<file path="src/hw/rtl/assert_macros.svh">
// Assertion macros shared by the RTL that checks itself.
// Expects clk and rst_n in the scope of use; no other dependencies.
`ifndef ASSERT_MACROS_SVH
`define ASSERT_MACROS_SVH
`ifndef SYNTH
// antecedent holds -> consequent holds in the same cycle
`define AST_IMPL(lbl, ante, cons) \
    lbl: assert property (@(posedge clk) disable iff (!rst_n) (ante) |-> (cons)) \
        else $error("same-cycle check failed");
// antecedent holds -> consequent holds in the next cycle
`define AST_NEXT(lbl, ante, cons) \
    lbl: assert property (@(posedge clk) disable iff (!rst_n) (ante) |=> (cons)) \
        else $error("next-cycle check failed");
`else
`define AST_IMPL(lbl, ante, cons)
`define AST_NEXT(lbl, ante, cons)
`endif
`endif

</file>
<file path="src/hw/rtl/xxh_pkg.sv">
// Shared types and constants for the streaming xxHash32 core.
// No dependencies; used by xxh_ctrl, xxh_dpath and xxhash32_stream_core.
package xxh_pkg;

    localparam logic [31:0] P1 = 32'd2654435761;
    localparam logic [31:0] P2 = 32'd2246822519;
    localparam logic [31:0] P3 = 32'd3266489917;
    localparam logic [31:0] P4 = 32'd668265263;
    localparam logic [31:0] P5 = 32'd374761393;

    localparam int BUF_DEPTH = 3;

    // datapath micro-operations
    typedef enum logic [4:0] {
        DP_NOP,
        DP_ACCEPT,
        DP_START_STRIPE,
        DP_LANE_MUL,
        DP_LANE_ADD,
        DP_MUL_P1,
        DP_LANE_STORE,
        DP_MERGE,
        DP_ADD_LEN,
        DP_WT_MUL,
        DP_WT_ADD,
        DP_MUL_P4,
        DP_MOVE,
        DP_BT_MUL,
        DP_BT_ADD,
        DP_AV_XOR,
        DP_MUL_P2,
        DP_AV_MIX,
        DP_MUL_P3,
        DP_FINISH
    } dp_op_t;

    typedef enum logic [4:0] {
        S_IDLE,
        S_DISPATCH,
        S_LANE_MUL,
        S_LANE_ADD,
        S_LANE_MUL1,
        S_LANE_STORE,
        S_MERGE,
        S_ADD_LEN,
        S_WT_MUL,
        S_WT_ADD,
        S_WT_MUL4,
        S_WT_MOVE,
        S_BT_MUL,
        S_BT_ADD,
        S_BT_MUL1,
        S_BT_MOVE,
        S_AV_XOR,
        S_AV_MUL2,
        S_AV_MIX,
        S_AV_MUL3,
        S_DONE
    } ctrl_state_t;

    typedef struct packed {
        dp_op_t     op;
        logic [1:0] sel;    // lane / word / byte index
    } ctrl_cmd_t;

    typedef struct packed {
        logic       absorb; // current word completed a stripe
        logic       last;   // current word ends the message
        logic [1:0] fill;   // words waiting in the stripe buffer
        logic [2:0] cnt;    // effective byte count of current word
    } dp_stat_t;

endpackage

</file>
<file path="src/hw/rtl/xxhash32_stream_core.sv">
// Streaming XXH32 core. A word that completes a 16-byte stripe first runs
// 4 lane rounds x 4 steps. A last word then runs merge, length add, word tails
// (0..3), byte tails (0..3) and the avalanche before out_valid rises.
// All rounds share one 32x32 multiplier.
// rst_n is asynchronous, active low: seed 0, empty message, no result pending.
`include "assert_macros.svh"

module xxhash32_stream_core
(
    input  logic        clk,
    input  logic        rst_n,
    // seed write channel
    input  logic        cfg_valid,
    output logic        cfg_ready,
    input  logic [31:0] seed,
    // message word requests
    input  logic        in_valid,
    output logic        in_ready,
    input  logic [31:0] data_word,
    input  logic [2:0]  byte_count,
    input  logic        last_word,
    // hash results
    output logic        out_valid,
    input  logic        out_ready,
    output logic [31:0] hash_value
);

    xxh_pkg::ctrl_cmd_t cmd;
    xxh_pkg::dp_stat_t  dp_stat;

    // The seed register sits in the datapath and is always writable; it is
    // sampled when a message's first stripe completes or at the finish of a
    // message shorter than one stripe.
    assign cfg_ready = 1'b1;

    // Controller: one request is taken in the idle state; the next cycle
    // decides between a stripe update, the finishing sequence, or going back
    // to idle. The finished hash waits in an output register, so a new
    // message may start while the previous result is still unclaimed.
    xxh_ctrl u_ctrl
    (
        .clk       (clk),
        .rst_n     (rst_n),
        .in_valid  (in_valid),
        .in_ready  (in_ready),
        .out_valid (out_valid),
        .out_ready (out_ready),
        .stat      (dp_stat),
        .cmd       (cmd)
    );

    // Datapath: four lane accumulators, three-word stripe buffer, running
    // byte length, the hash work register and the shared multiplier.
    xxh_dpath u_dpath
    (
        .clk        (clk),
        .rst_n      (rst_n),
        .cfg_valid  (cfg_valid),
        .cfg_seed   (seed),
        .data_word  (data_word),
        .byte_count (byte_count),
        .last_word  (last_word),
        .cmd        (cmd),
        .stat       (dp_stat),
        .hash_value (hash_value)
    );

    // after a taken request the sequencer is busy in the next cycle
    `AST_NEXT(a_busy_after_req, in_valid && in_ready, !in_ready)
    // a word that completes a stripe leaves the buffer empty
    `AST_IMPL(a_fill_after_stripe, dp_stat.absorb, dp_stat.fill == 2'd0)
    // only a last word that did not feed a stripe carries a short count
    `AST_IMPL(a_short_count_last, dp_stat.cnt != 3'd4, dp_stat.last && !dp_stat.absorb)

endmodule

</file>
<file path="src/hw/rtl/xxh_ctrl.sv">
// Sequencer for the xxHash32 core: walks stripe rounds, tails and avalanche.
// Depends on xxh_pkg; drives xxh_dpath through ctrl_cmd_t, reads dp_stat_t.
module xxh_ctrl
(
    input  logic               clk,
    input  logic               rst_n,
    input  logic               in_valid,
    output logic               in_ready,
    output logic               out_valid,
    input  logic               out_ready,
    input  xxh_pkg::dp_stat_t  stat,
    output xxh_pkg::ctrl_cmd_t cmd
);

    xxh_pkg::ctrl_state_t state_reg, state_next;
    logic [1:0]           idx_reg, idx_next;
    logic                 out_valid_reg, out_valid_next;
    logic                 can_load;
    logic                 fwt;
    logic                 bt_any;
    logic [2:0]           cand;
    logic [2:0]           pick;   // {found, index}

    assign can_load = !out_valid_reg || out_ready;
    // full last word not consumed by a stripe -> one more word tail
    assign fwt      = stat.last && !stat.absorb && (stat.cnt == 3'd4);
    assign bt_any   = (stat.cnt != 3'd4) && (stat.cnt != 3'd0);

    // next word-tail source: buffered words first, then the last word itself
    always_comb
    begin
        cand = (state_reg == xxh_pkg::S_WT_MOVE) ? ({1'b0, idx_reg} + 3'd1) : 3'd0;
        if (cand < {1'b0, stat.fill})
            pick = {1'b1, cand[1:0]};
        else if (fwt && (cand <= 3'd3))
            pick = {1'b1, 2'd3};
        else
            pick = 3'd0;
    end

    always_comb
    begin
        state_next     = state_reg;
        idx_next       = idx_reg;
        out_valid_next = out_valid_reg;
        if (out_valid_reg && out_ready)
            out_valid_next = 1'b0;
        case (state_reg)
            xxh_pkg::S_IDLE:
            begin
                if (in_valid)
                    state_next = xxh_pkg::S_DISPATCH;
            end
            xxh_pkg::S_DISPATCH:
            begin
                idx_next = 2'd0;
                if (stat.absorb)
                    state_next = xxh_pkg::S_LANE_MUL;
                else if (stat.last)
                    state_next = xxh_pkg::S_MERGE;
                else
                    state_next = xxh_pkg::S_IDLE;
            end
            xxh_pkg::S_LANE_MUL:  state_next = xxh_pkg::S_LANE_ADD;
            xxh_pkg::S_LANE_ADD:  state_next = xxh_pkg::S_LANE_MUL1;
            xxh_pkg::S_LANE_MUL1: state_next = xxh_pkg::S_LANE_STORE;
            xxh_pkg::S_LANE_STORE:
            begin
                if (idx_reg == 2'd3)
                    state_next = stat.last ? xxh_pkg::S_MERGE : xxh_pkg::S_IDLE;
                else
                begin
                    idx_next   = idx_reg + 2'd1;
                    state_next = xxh_pkg::S_LANE_MUL;
                end
            end
            xxh_pkg::S_MERGE:     state_next = xxh_pkg::S_ADD_LEN;
            xxh_pkg::S_ADD_LEN, xxh_pkg::S_WT_MOVE:
            begin
                if (pick[2])
                begin
                    idx_next   = pick[1:0];
                    state_next = xxh_pkg::S_WT_MUL;
                end
                else if (bt_any)
                begin
                    idx_next   = 2'd0;
                    state_next = xxh_pkg::S_BT_MUL;
                end
                else
                    state_next = xxh_pkg::S_AV_XOR;
            end
            xxh_pkg::S_WT_MUL:    state_next = xxh_pkg::S_WT_ADD;
            xxh_pkg::S_WT_ADD:    state_next = xxh_pkg::S_WT_MUL4;
            xxh_pkg::S_WT_MUL4:   state_next = xxh_pkg::S_WT_MOVE;
            xxh_pkg::S_BT_MUL:    state_next = xxh_pkg::S_BT_ADD;
            xxh_pkg::S_BT_ADD:    state_next = xxh_pkg::S_BT_MUL1;
            xxh_pkg::S_BT_MUL1:   state_next = xxh_pkg::S_BT_MOVE;
            xxh_pkg::S_BT_MOVE:
            begin
                if (({1'b0, idx_reg} + 3'd1) < stat.cnt)
                begin
                    idx_next   = idx_reg + 2'd1;
                    state_next = xxh_pkg::S_BT_MUL;
                end
                else
                    state_next = xxh_pkg::S_AV_XOR;
            end
            xxh_pkg::S_AV_XOR:    state_next = xxh_pkg::S_AV_MUL2;
            xxh_pkg::S_AV_MUL2:   state_next = xxh_pkg::S_AV_MIX;
            xxh_pkg::S_AV_MIX:    state_next = xxh_pkg::S_AV_MUL3;
            xxh_pkg::S_AV_MUL3:   state_next = xxh_pkg::S_DONE;
            xxh_pkg::S_DONE:
            begin
                if (can_load)
                begin
                    state_next     = xxh_pkg::S_IDLE;
                    out_valid_next = 1'b1;
                end
            end
            default:              state_next = xxh_pkg::S_IDLE;
        endcase
    end

    always_comb
    begin
        cmd.op   = xxh_pkg::DP_NOP;
        cmd.sel  = idx_reg;
        in_ready = 1'b0;
        case (state_reg)
            xxh_pkg::S_IDLE:
            begin
                in_ready = 1'b1;
                if (in_valid)
                    cmd.op = xxh_pkg::DP_ACCEPT;
            end
            xxh_pkg::S_DISPATCH:
            begin
                if (stat.absorb)
                    cmd.op = xxh_pkg::DP_START_STRIPE;
            end
            xxh_pkg::S_LANE_MUL:   cmd.op = xxh_pkg::DP_LANE_MUL;
            xxh_pkg::S_LANE_ADD:   cmd.op = xxh_pkg::DP_LANE_ADD;
            xxh_pkg::S_LANE_MUL1:  cmd.op = xxh_pkg::DP_MUL_P1;
            xxh_pkg::S_LANE_STORE: cmd.op = xxh_pkg::DP_LANE_STORE;
            xxh_pkg::S_MERGE:      cmd.op = xxh_pkg::DP_MERGE;
            xxh_pkg::S_ADD_LEN:    cmd.op = xxh_pkg::DP_ADD_LEN;
            xxh_pkg::S_WT_MUL:     cmd.op = xxh_pkg::DP_WT_MUL;
            xxh_pkg::S_WT_ADD:     cmd.op = xxh_pkg::DP_WT_ADD;
            xxh_pkg::S_WT_MUL4:    cmd.op = xxh_pkg::DP_MUL_P4;
            xxh_pkg::S_WT_MOVE:    cmd.op = xxh_pkg::DP_MOVE;
            xxh_pkg::S_BT_MUL:     cmd.op = xxh_pkg::DP_BT_MUL;
            xxh_pkg::S_BT_ADD:     cmd.op = xxh_pkg::DP_BT_ADD;
            xxh_pkg::S_BT_MUL1:    cmd.op = xxh_pkg::DP_MUL_P1;
            xxh_pkg::S_BT_MOVE:    cmd.op = xxh_pkg::DP_MOVE;
            xxh_pkg::S_AV_XOR:     cmd.op = xxh_pkg::DP_AV_XOR;
            xxh_pkg::S_AV_MUL2:    cmd.op = xxh_pkg::DP_MUL_P2;
            xxh_pkg::S_AV_MIX:     cmd.op = xxh_pkg::DP_AV_MIX;
            xxh_pkg::S_AV_MUL3:    cmd.op = xxh_pkg::DP_MUL_P3;
            xxh_pkg::S_DONE:
            begin
                if (can_load)
                    cmd.op = xxh_pkg::DP_FINISH;
            end
            default:               cmd.op = xxh_pkg::DP_NOP;
        endcase
    end

    assign out_valid = out_valid_reg;

    always_ff @(posedge clk or negedge rst_n)
    begin
        if (!rst_n)
        begin
            state_reg     <= xxh_pkg::S_IDLE;
            idx_reg       <= 2'd0;
            out_valid_reg <= 1'b0;
        end
        else
        begin
            state_reg     <= state_next;
            idx_reg       <= idx_next;
            out_valid_reg <= out_valid_next;
        end
    end

endmodule

</file>
<file path="src/hw/rtl/xxh_dpath.sv">
// Datapath for the xxHash32 core: lanes, stripe buffer, length, one shared
// 32x32 multiplier and the hash work register. Depends on xxh_pkg.
module xxh_dpath
(
    input  logic               clk,
    input  logic               rst_n,
    input  logic               cfg_valid,
    input  logic [31:0]        cfg_seed,
    input  logic [31:0]        data_word,
    input  logic [2:0]         byte_count,
    input  logic               last_word,
    input  xxh_pkg::ctrl_cmd_t cmd,
    output xxh_pkg::dp_stat_t  stat,
    output logic [31:0]        hash_value
);

    function automatic logic [31:0] rotl32(input logic [31:0] x, input int unsigned r);
        return (x << r) | (x >> (32 - r));
    endfunction

    logic [31:0] seed_reg;
    logic [31:0] lane_reg [4];
    logic [31:0] buf_reg [xxh_pkg::BUF_DEPTH];
    logic [1:0]  fill_reg;
    logic [31:0] len_reg;
    logic        seen_reg;
    logic [31:0] word_reg;
    logic [2:0]  cnt_reg;
    logic        last_reg;
    logic        absorb_reg;
    logic [31:0] h_reg, h_next;
    logic [31:0] m_reg;
    logic [31:0] hash_reg;

    logic        accept;
    logic [2:0]  cnt_eff;
    logic        absorb_in;
    logic [31:0] src_word;
    logic [7:0]  src_byte;
    logic [31:0] mul_a, mul_b, mul_res;
    logic        mul_en;
    logic [31:0] merge_sum;

    assign accept    = (cmd.op == xxh_pkg::DP_ACCEPT);
    assign cnt_eff   = (!last_word || (byte_count > 3'd4)) ? 3'd4 : byte_count;
    assign absorb_in = (cnt_eff == 3'd4) && (fill_reg == 2'd3);

    always_comb
    begin
        case (cmd.sel)
            2'd0:    src_word = buf_reg[0];
            2'd1:    src_word = buf_reg[1];
            2'd2:    src_word = buf_reg[2];
            default: src_word = word_reg;
        endcase
        case (cmd.sel)
            2'd0:    src_byte = word_reg[7:0];
            2'd1:    src_byte = word_reg[15:8];
            2'd2:    src_byte = word_reg[23:16];
            default: src_byte = word_reg[31:24];
        endcase
    end

    // shared multiplier operand select
    always_comb
    begin
        mul_a  = h_reg;
        mul_b  = xxh_pkg::P1;
        mul_en = cmd.op inside {xxh_pkg::DP_LANE_MUL, xxh_pkg::DP_MUL_P1,
                                xxh_pkg::DP_WT_MUL, xxh_pkg::DP_MUL_P4,
                                xxh_pkg::DP_BT_MUL, xxh_pkg::DP_MUL_P2,
                                xxh_pkg::DP_MUL_P3};
        case (cmd.op)
            xxh_pkg::DP_LANE_MUL: begin mul_a = src_word;          mul_b = xxh_pkg::P2; end
            xxh_pkg::DP_WT_MUL:   begin mul_a = src_word;          mul_b = xxh_pkg::P3; end
            xxh_pkg::DP_BT_MUL:   begin mul_a = {24'd0, src_byte}; mul_b = xxh_pkg::P5; end
            xxh_pkg::DP_MUL_P4:   mul_b = xxh_pkg::P4;
            xxh_pkg::DP_MUL_P2:   mul_b = xxh_pkg::P2;
            xxh_pkg::DP_MUL_P3:   mul_b = xxh_pkg::P3;
            default:              mul_b = xxh_pkg::P1;
        endcase
    end

    assign mul_res   = mul_a * mul_b;
    assign merge_sum = rotl32(lane_reg[0], 1) + rotl32(lane_reg[1], 7)
                     + rotl32(lane_reg[2], 12) + rotl32(lane_reg[3], 18);

    always_comb
    begin
        h_next = h_reg;
        case (cmd.op)
            xxh_pkg::DP_LANE_ADD: h_next = rotl32(lane_reg[cmd.sel] + m_reg, 13);
            xxh_pkg::DP_WT_ADD:   h_next = rotl32(h_reg + m_reg, 17);
            xxh_pkg::DP_BT_ADD:   h_next = rotl32(h_reg + m_reg, 11);
            xxh_pkg::DP_MOVE:     h_next = m_reg;
            xxh_pkg::DP_MERGE:    h_next = seen_reg ? merge_sum : (seed_reg + xxh_pkg::P5);
            xxh_pkg::DP_ADD_LEN:  h_next = h_reg + len_reg;
            xxh_pkg::DP_AV_XOR:   h_next = h_reg ^ (h_reg >> 15);
            xxh_pkg::DP_AV_MIX:   h_next = m_reg ^ (m_reg >> 13);
            default:              h_next = h_reg;
        endcase
    end

    // payload registers
    always_ff @(posedge clk)
    begin
        h_reg <= h_next;
        if (mul_en)
            m_reg <= mul_res;
        if (accept)
            word_reg <= data_word;
        if (cmd.op == xxh_pkg::DP_FINISH)
            hash_reg <= m_reg ^ (m_reg >> 16);
        if (cmd.op == xxh_pkg::DP_START_STRIPE && !seen_reg)
        begin
            lane_reg[0] <= seed_reg + xxh_pkg::P1 + xxh_pkg::P2;
            lane_reg[1] <= seed_reg + xxh_pkg::P2;
            lane_reg[2] <= seed_reg;
            lane_reg[3] <= seed_reg - xxh_pkg::P1;
        end
        else if (cmd.op == xxh_pkg::DP_LANE_STORE)
            lane_reg[cmd.sel] <= m_reg;
        for (int i = 0; i < xxh_pkg::BUF_DEPTH; i++)
        begin
            if (accept && !absorb_in && !last_word && (fill_reg == 2'(i)))
                buf_reg[i] <= data_word;
        end
    end

    // message state and seed
    always_ff @(posedge clk or negedge rst_n)
    begin
        if (!rst_n)
        begin
            seed_reg   <= 32'd0;
            fill_reg   <= 2'd0;
            len_reg    <= 32'd0;
            seen_reg   <= 1'b0;
            cnt_reg    <= 3'd4;
            last_reg   <= 1'b0;
            absorb_reg <= 1'b0;
        end
        else
        begin
            if (cfg_valid)
                seed_reg <= cfg_seed;
            if (accept)
            begin
                cnt_reg    <= cnt_eff;
                last_reg   <= last_word;
                absorb_reg <= absorb_in;
                len_reg    <= len_reg + {29'd0, cnt_eff};
                if (absorb_in)
                    fill_reg <= 2'd0;
                else if (!last_word)
                    fill_reg <= fill_reg + 2'd1;
            end
            if (cmd.op == xxh_pkg::DP_START_STRIPE)
                seen_reg <= 1'b1;
            if (cmd.op == xxh_pkg::DP_FINISH)
            begin
                fill_reg <= 2'd0;
                len_reg  <= 32'd0;
                seen_reg <= 1'b0;
            end
        end
    end

    assign stat.absorb = absorb_reg;
    assign stat.last   = last_reg;
    assign stat.fill   = fill_reg;
    assign stat.cnt    = cnt_reg;
    assign hash_value  = hash_reg;

endmodule
</file>
<file path="config.mk">
export PLATFORM = sky130hd
export DESIGN_NAME = xxhash32_stream_core
export DESIGN_NICKNAME = d
export VERILOG_FILES = /design/src/hw/rtl/xxh_pkg.sv /design/src/hw/rtl/xxhash32_stream_core.sv /design/src/hw/rtl/xxh_ctrl.sv /design/src/hw/rtl/xxh_dpath.sv
export VERILOG_INCLUDE_DIRS = /design/src /design/src/hw/rtl
export SDC_FILE = /design/constraint.sdc
export NUM_CORES = 2
export LEC_CHECK = 0
export ABC_AREA = 0
export BUFFER_PORTS_ARGS = -buffer_cell sky130_fd_sc_hd__buf_2
export CORE_MARGIN = 5
export CORE_UTILIZATION = 28
export CTS_BUF_LIST = sky130_fd_sc_hd__clkbuf_8
export DETAILED_ROUTE_END_ITERATION = 12
export PLACE_DENSITY_LB_ADDON = 0.2
export SETUP_SLACK_MARGIN = 0.15
export SLEW_MARGIN = 20
export SYNTH_ARGS = -nofsm -noshare
export SYNTH_HDL_FRONTEND = slang
export SYNTH_SLANG_ARGS = --single-unit
export TNS_END_PERCENT = 100
</file>
<file path="constraint.sdc">
create_clock -name clk -period 10.1 [get_ports clk]
set_clock_uncertainty 0.2 [all_clocks]
set_input_delay 2.02 -clock clk [delete_from_list [all_inputs] [get_ports clk]]
set_output_delay 2.02 -clock clk [all_outputs]
set_load 0.05 [all_outputs]
</file>
==> results.txt <==
The shortest period the worst path allows came out at 9.41 ns. At the end of the flow, the number of nets in the layout was 5,416. The area fraction of the dominant cell type after synthesis is 0.238. After synthesis, the largest family of logic cells by area is adder cells. The post-CTS setup repair buffer count came out at 0.

The final max-slew violation count is 0. The number of detailed-routing iterations run before antenna repair is 6. The final setup TNS came out at 0 ns. The mean instance size in the synthesized netlist is 9.95 um^2.

The share of the Yosys chip area taken by registers is 0.284. The setup violation total in the final timing report came out at 0. The share of post-route cells with drive strength above 1 is 0.125. The total of fill cells in the finished design came out at 16,700. The boundary pin count came out at 108. The final HPWL from detailed placement is 152,000 um. The required time of the critical path came out at 10.42 ns. The number of gates resized after CTS was 0. CTS placed an instance of sky130_fd_sc_hd__clkbuf_8 at the clock tree root. The maximum number of pins on one net before global-route repair is 71.

The count of cells along the worst register-to-register path came out at 30. CTS built an H-tree with a depth of 3. The hold buffer count at CTS is 0. The violation count after the first detailed-route iteration came out at 3,389.

The cell count after synthesis came out at 4,457. The flow ran to the end, and the final reports show no timing, DRC or antenna violations. The count of buffers from port buffering is 106.

The per-cell via count in the routed design came out at 5.21. The number of failing hold endpoints at the final stage came to 0. The normalized max-slew margin came out at 0.298. In this design, the critical path's most frequently occurring cell is sky130_fd_sc_hd__fa_1. In this run the worst hold path is classified as register to register. The first-pass GRT wire length came out at 266,000 um.

The compound-gate portion of the synthesized area came out at 0.142. The worst hold path terminates at u_dpath.cnt_reg[2]. The multi-input combinational cells in the finished layout cover a total of 29,000 um^2. The start point of the worst hold path is u_dpath.cnt_reg[2]. The register with the most flip-flops in the layout has 128 of them. After the flow finishes, the layout carries non-filler instances totaling 6,750. The slowest stage of the critical path belongs to the cell sky130_fd_sc_hd__dfrtp_1. The clock buffer count from CTS came out at 87.

The post-synthesis simple-gate area fraction came out at 0.114. The synthesized netlist net count came out at 5,270. Once layout is complete, the utilization of the core stands at 0.316.

Yosys mapped a number of flops with a built-in enable equal to 352. Of the total synthesized cell area, the portion taken by XOR and XNOR cells is 0.0697. Across the whole layout, storage elements account for 12,600 um^2. The routed layout has 35,200 vias.

The cell row count came out at 146. The count of nets left with antenna violations once routing finished came out at 0. The total routing usage reported by global routing is 0.220.

The count of unique library cells instantiated by Yosys is 102. After clock tree synthesis, the clock-pin slew on the worst setup and hold paths is 0.06 ns. The floorplan step defined a die boundary enclosing 166,000 um^2. The number of max-capacitance violations reported is 0.

Among all flip-flop cells after synthesis, the most frequent one is sky130_fd_sc_hd__edfxtp_1. The maximum clock path buffer count came out at 3. sky130_fd_sc_hd__inv_1 is the most common cell in the netlist. The nature of the critical path endpoint is a register. The clock latency of the later-clocked register in the worst-skew pair is 0.82 ns. The highest net fanout along the worst path is 16. The ratio of final minimum period to clock period came out at 0.932. The worst hold path passes through 2 cells. The launching instance or port of the critical path is u_ctrl.state_reg[4]. With fillers left out, the area of the finished cells amounts to 49,800 um^2. Sorting the synthesized cells by how often they occur yields sky130_fd_sc_hd__inv_1, sky130_fd_sc_hd__fa_1, sky130_fd_sc_hd__nor2_1. The share of flip-flops with an asynchronous set or reset after synthesis came out at 0.185. The width of the chip is 408 um. The post-place instance area came out at 47,900 um^2. The worst setup path is launched from a register. The cell total after placement is 6,586. The via count of the first global-routing pass was 36,000. Ranked by total cell area, the synthesized netlist is headed by sky130_fd_sc_hd__edfxtp_1, sky130_fd_sc_hd__fa_1, sky130_fd_sc_hd__ha_1. The Yosys warning count came out at 0. The placer's final routability congestion estimate is 0.969.

The launch point of the worst reg-to-reg path is u_ctrl.state_reg[4]. The multiplexer fraction of the synthesized cell area is 0.0382. The clock tree from TritonCTS is yes.

Relative to the synthesized area, the layout overhead comes to 12.4%. After synthesis the netlist holds a flip-flop and latch count of 432. The remaining routing DRC violations is 0.

The area of the core came out at 158,000 um^2. The initial antenna violation count came out at 9. The clock drives 432 sinks.

In this run the critical register-to-register path is captured at u_dpath.m_reg[31]. The adder-cell area share of the yosys netlist came out at 0.288. Data on the critical path arrives at its endpoint at 9.74 ns. In the final routed layout, each cell accounts on average for 27.6 um. The die extent in y came out at 408 um. The initial standard-cell utilization of the core came out at 0.281. The critical path is of the register to register type. The cell area after synthesis came out at 44,300 um^2. Setup repair after global routing left no endpoint under its margin. The delay of the slowest cell on the worst path came out at 0.61 ns.

The top achievable clock speed came out at 106 MHz. The aggregate global routing overflow is 0. The internal reg-to-reg setup slack is 0.69 ns. The total detailed-routing wirelength came out at 187,000 um.

The transition at the pin with the smallest max-transition slack came out at 1.04 ns. The cell taking the most area after synthesis is sky130_fd_sc_hd__edfxtp_1.
[cells in the final DEF, fill, tap and decap left out, types with 105 or more instances in the layout]
| cell | count |
|---|---|
| sky130_fd_sc_hd__buf_2 | 105 |
| sky130_fd_sc_hd__xnor2_1 | 202 |
| sky130_fd_sc_hd__o21ai_0 | 203 |
| sky130_fd_sc_hd__nand2_1 | 337 |
| sky130_fd_sc_hd__buf_4 | 157 |
| sky130_fd_sc_hd__ha_1 | 273 |
| sky130_fd_sc_hd__nor2_1 | 395 |
| sky130_fd_sc_hd__a21oi_1 | 302 |
| sky130_fd_sc_hd__inv_1 | 545 |
| sky130_fd_sc_hd__edfxtp_1 | 352 |
| sky130_fd_sc_hd__fa_1 | 465 |
| sky130_fd_sc_hd__xor2_1 | 148 |
[critical path, delay by kind of cell (launching register included)]
kind	cells	cell delay (ns)
DFF	1	0.61
and+or+nand+nor	5	1.54
adders and majority gates	8	3.88
xor gates and xnor gates	9	1.78
buffers and inverters	8	1.15
[worst max-delay path by stage]
stage | cells after the start | endpoint | slack [ns]
after detailed placement | 33 | u_dpath.m_reg[29] | 0.40
after global routing | 33 | u_dpath.m_reg[29] | 0.23
after CTS | 33 | u_dpath.m_reg[29] | 0.39
final | 30 | u_dpath.m_reg[31] | 0.69
after floorplan | 34 | u_dpath.m_reg[30] | 0.34
after global placement | 30 | u_dpath.m_reg[29] | 0.46
[metrics by stage]
| stage | hold slack (ns) | setup slack [ns] |
|---|---|---|
| 6_report | 0.339 | 0.688 |
| 5_1_grt | 0.366 | 0.235 |
| 4_1_cts | 0.344 | 0.388 |
| 3_5_place_dp | 0.337 | 0.402 |
| 3_3_place_gp | 0.331 | 0.460 |
| 2_1_floorplan | 0.224 | 0.342 |
[cell families (layout without fill, tap and decap cells)]
family                   after synthesis  in the layout
AND/OR/NAND/NOR                     1100           1100
multiplexers                         120            120
AO/OA/AOI/OAI                        972            972
buffers and inverters                741            958
adder cells (fa/ha/maj)              740            740
XOR/XNOR                             351            351
flip-flops                           432            432
other                                  1              5
[final cells by class]
type,instances,share of cell area
clock buffer,96,0.0265
clock inverter,64,0.0102
antenna,4,0.000201
sequential,432,0.253
multi-input combinational,3284,0.583
inverter,532,0.0401
tap,2072,0.0520
timing repair buffer,266,0.0358
[routing by layer]
| metal | routed length [um] | GRT usage | vias up |
|---|---|---|---|
| li1 | - | - | 15600 |
| met1 | 81100 | 0.301 | 17800 |
| met2 | 84100 | 0.349 | 1388 |
| met3 | 13800 | 0.0412 | 348 |
| met4 | 7630 | 0.0791 | 4 |
| met5 | 30 | 0 | - |
Power is not shown: default switching activity piles up to over one toggle a cycle in this logic, so the estimate is an artifact.
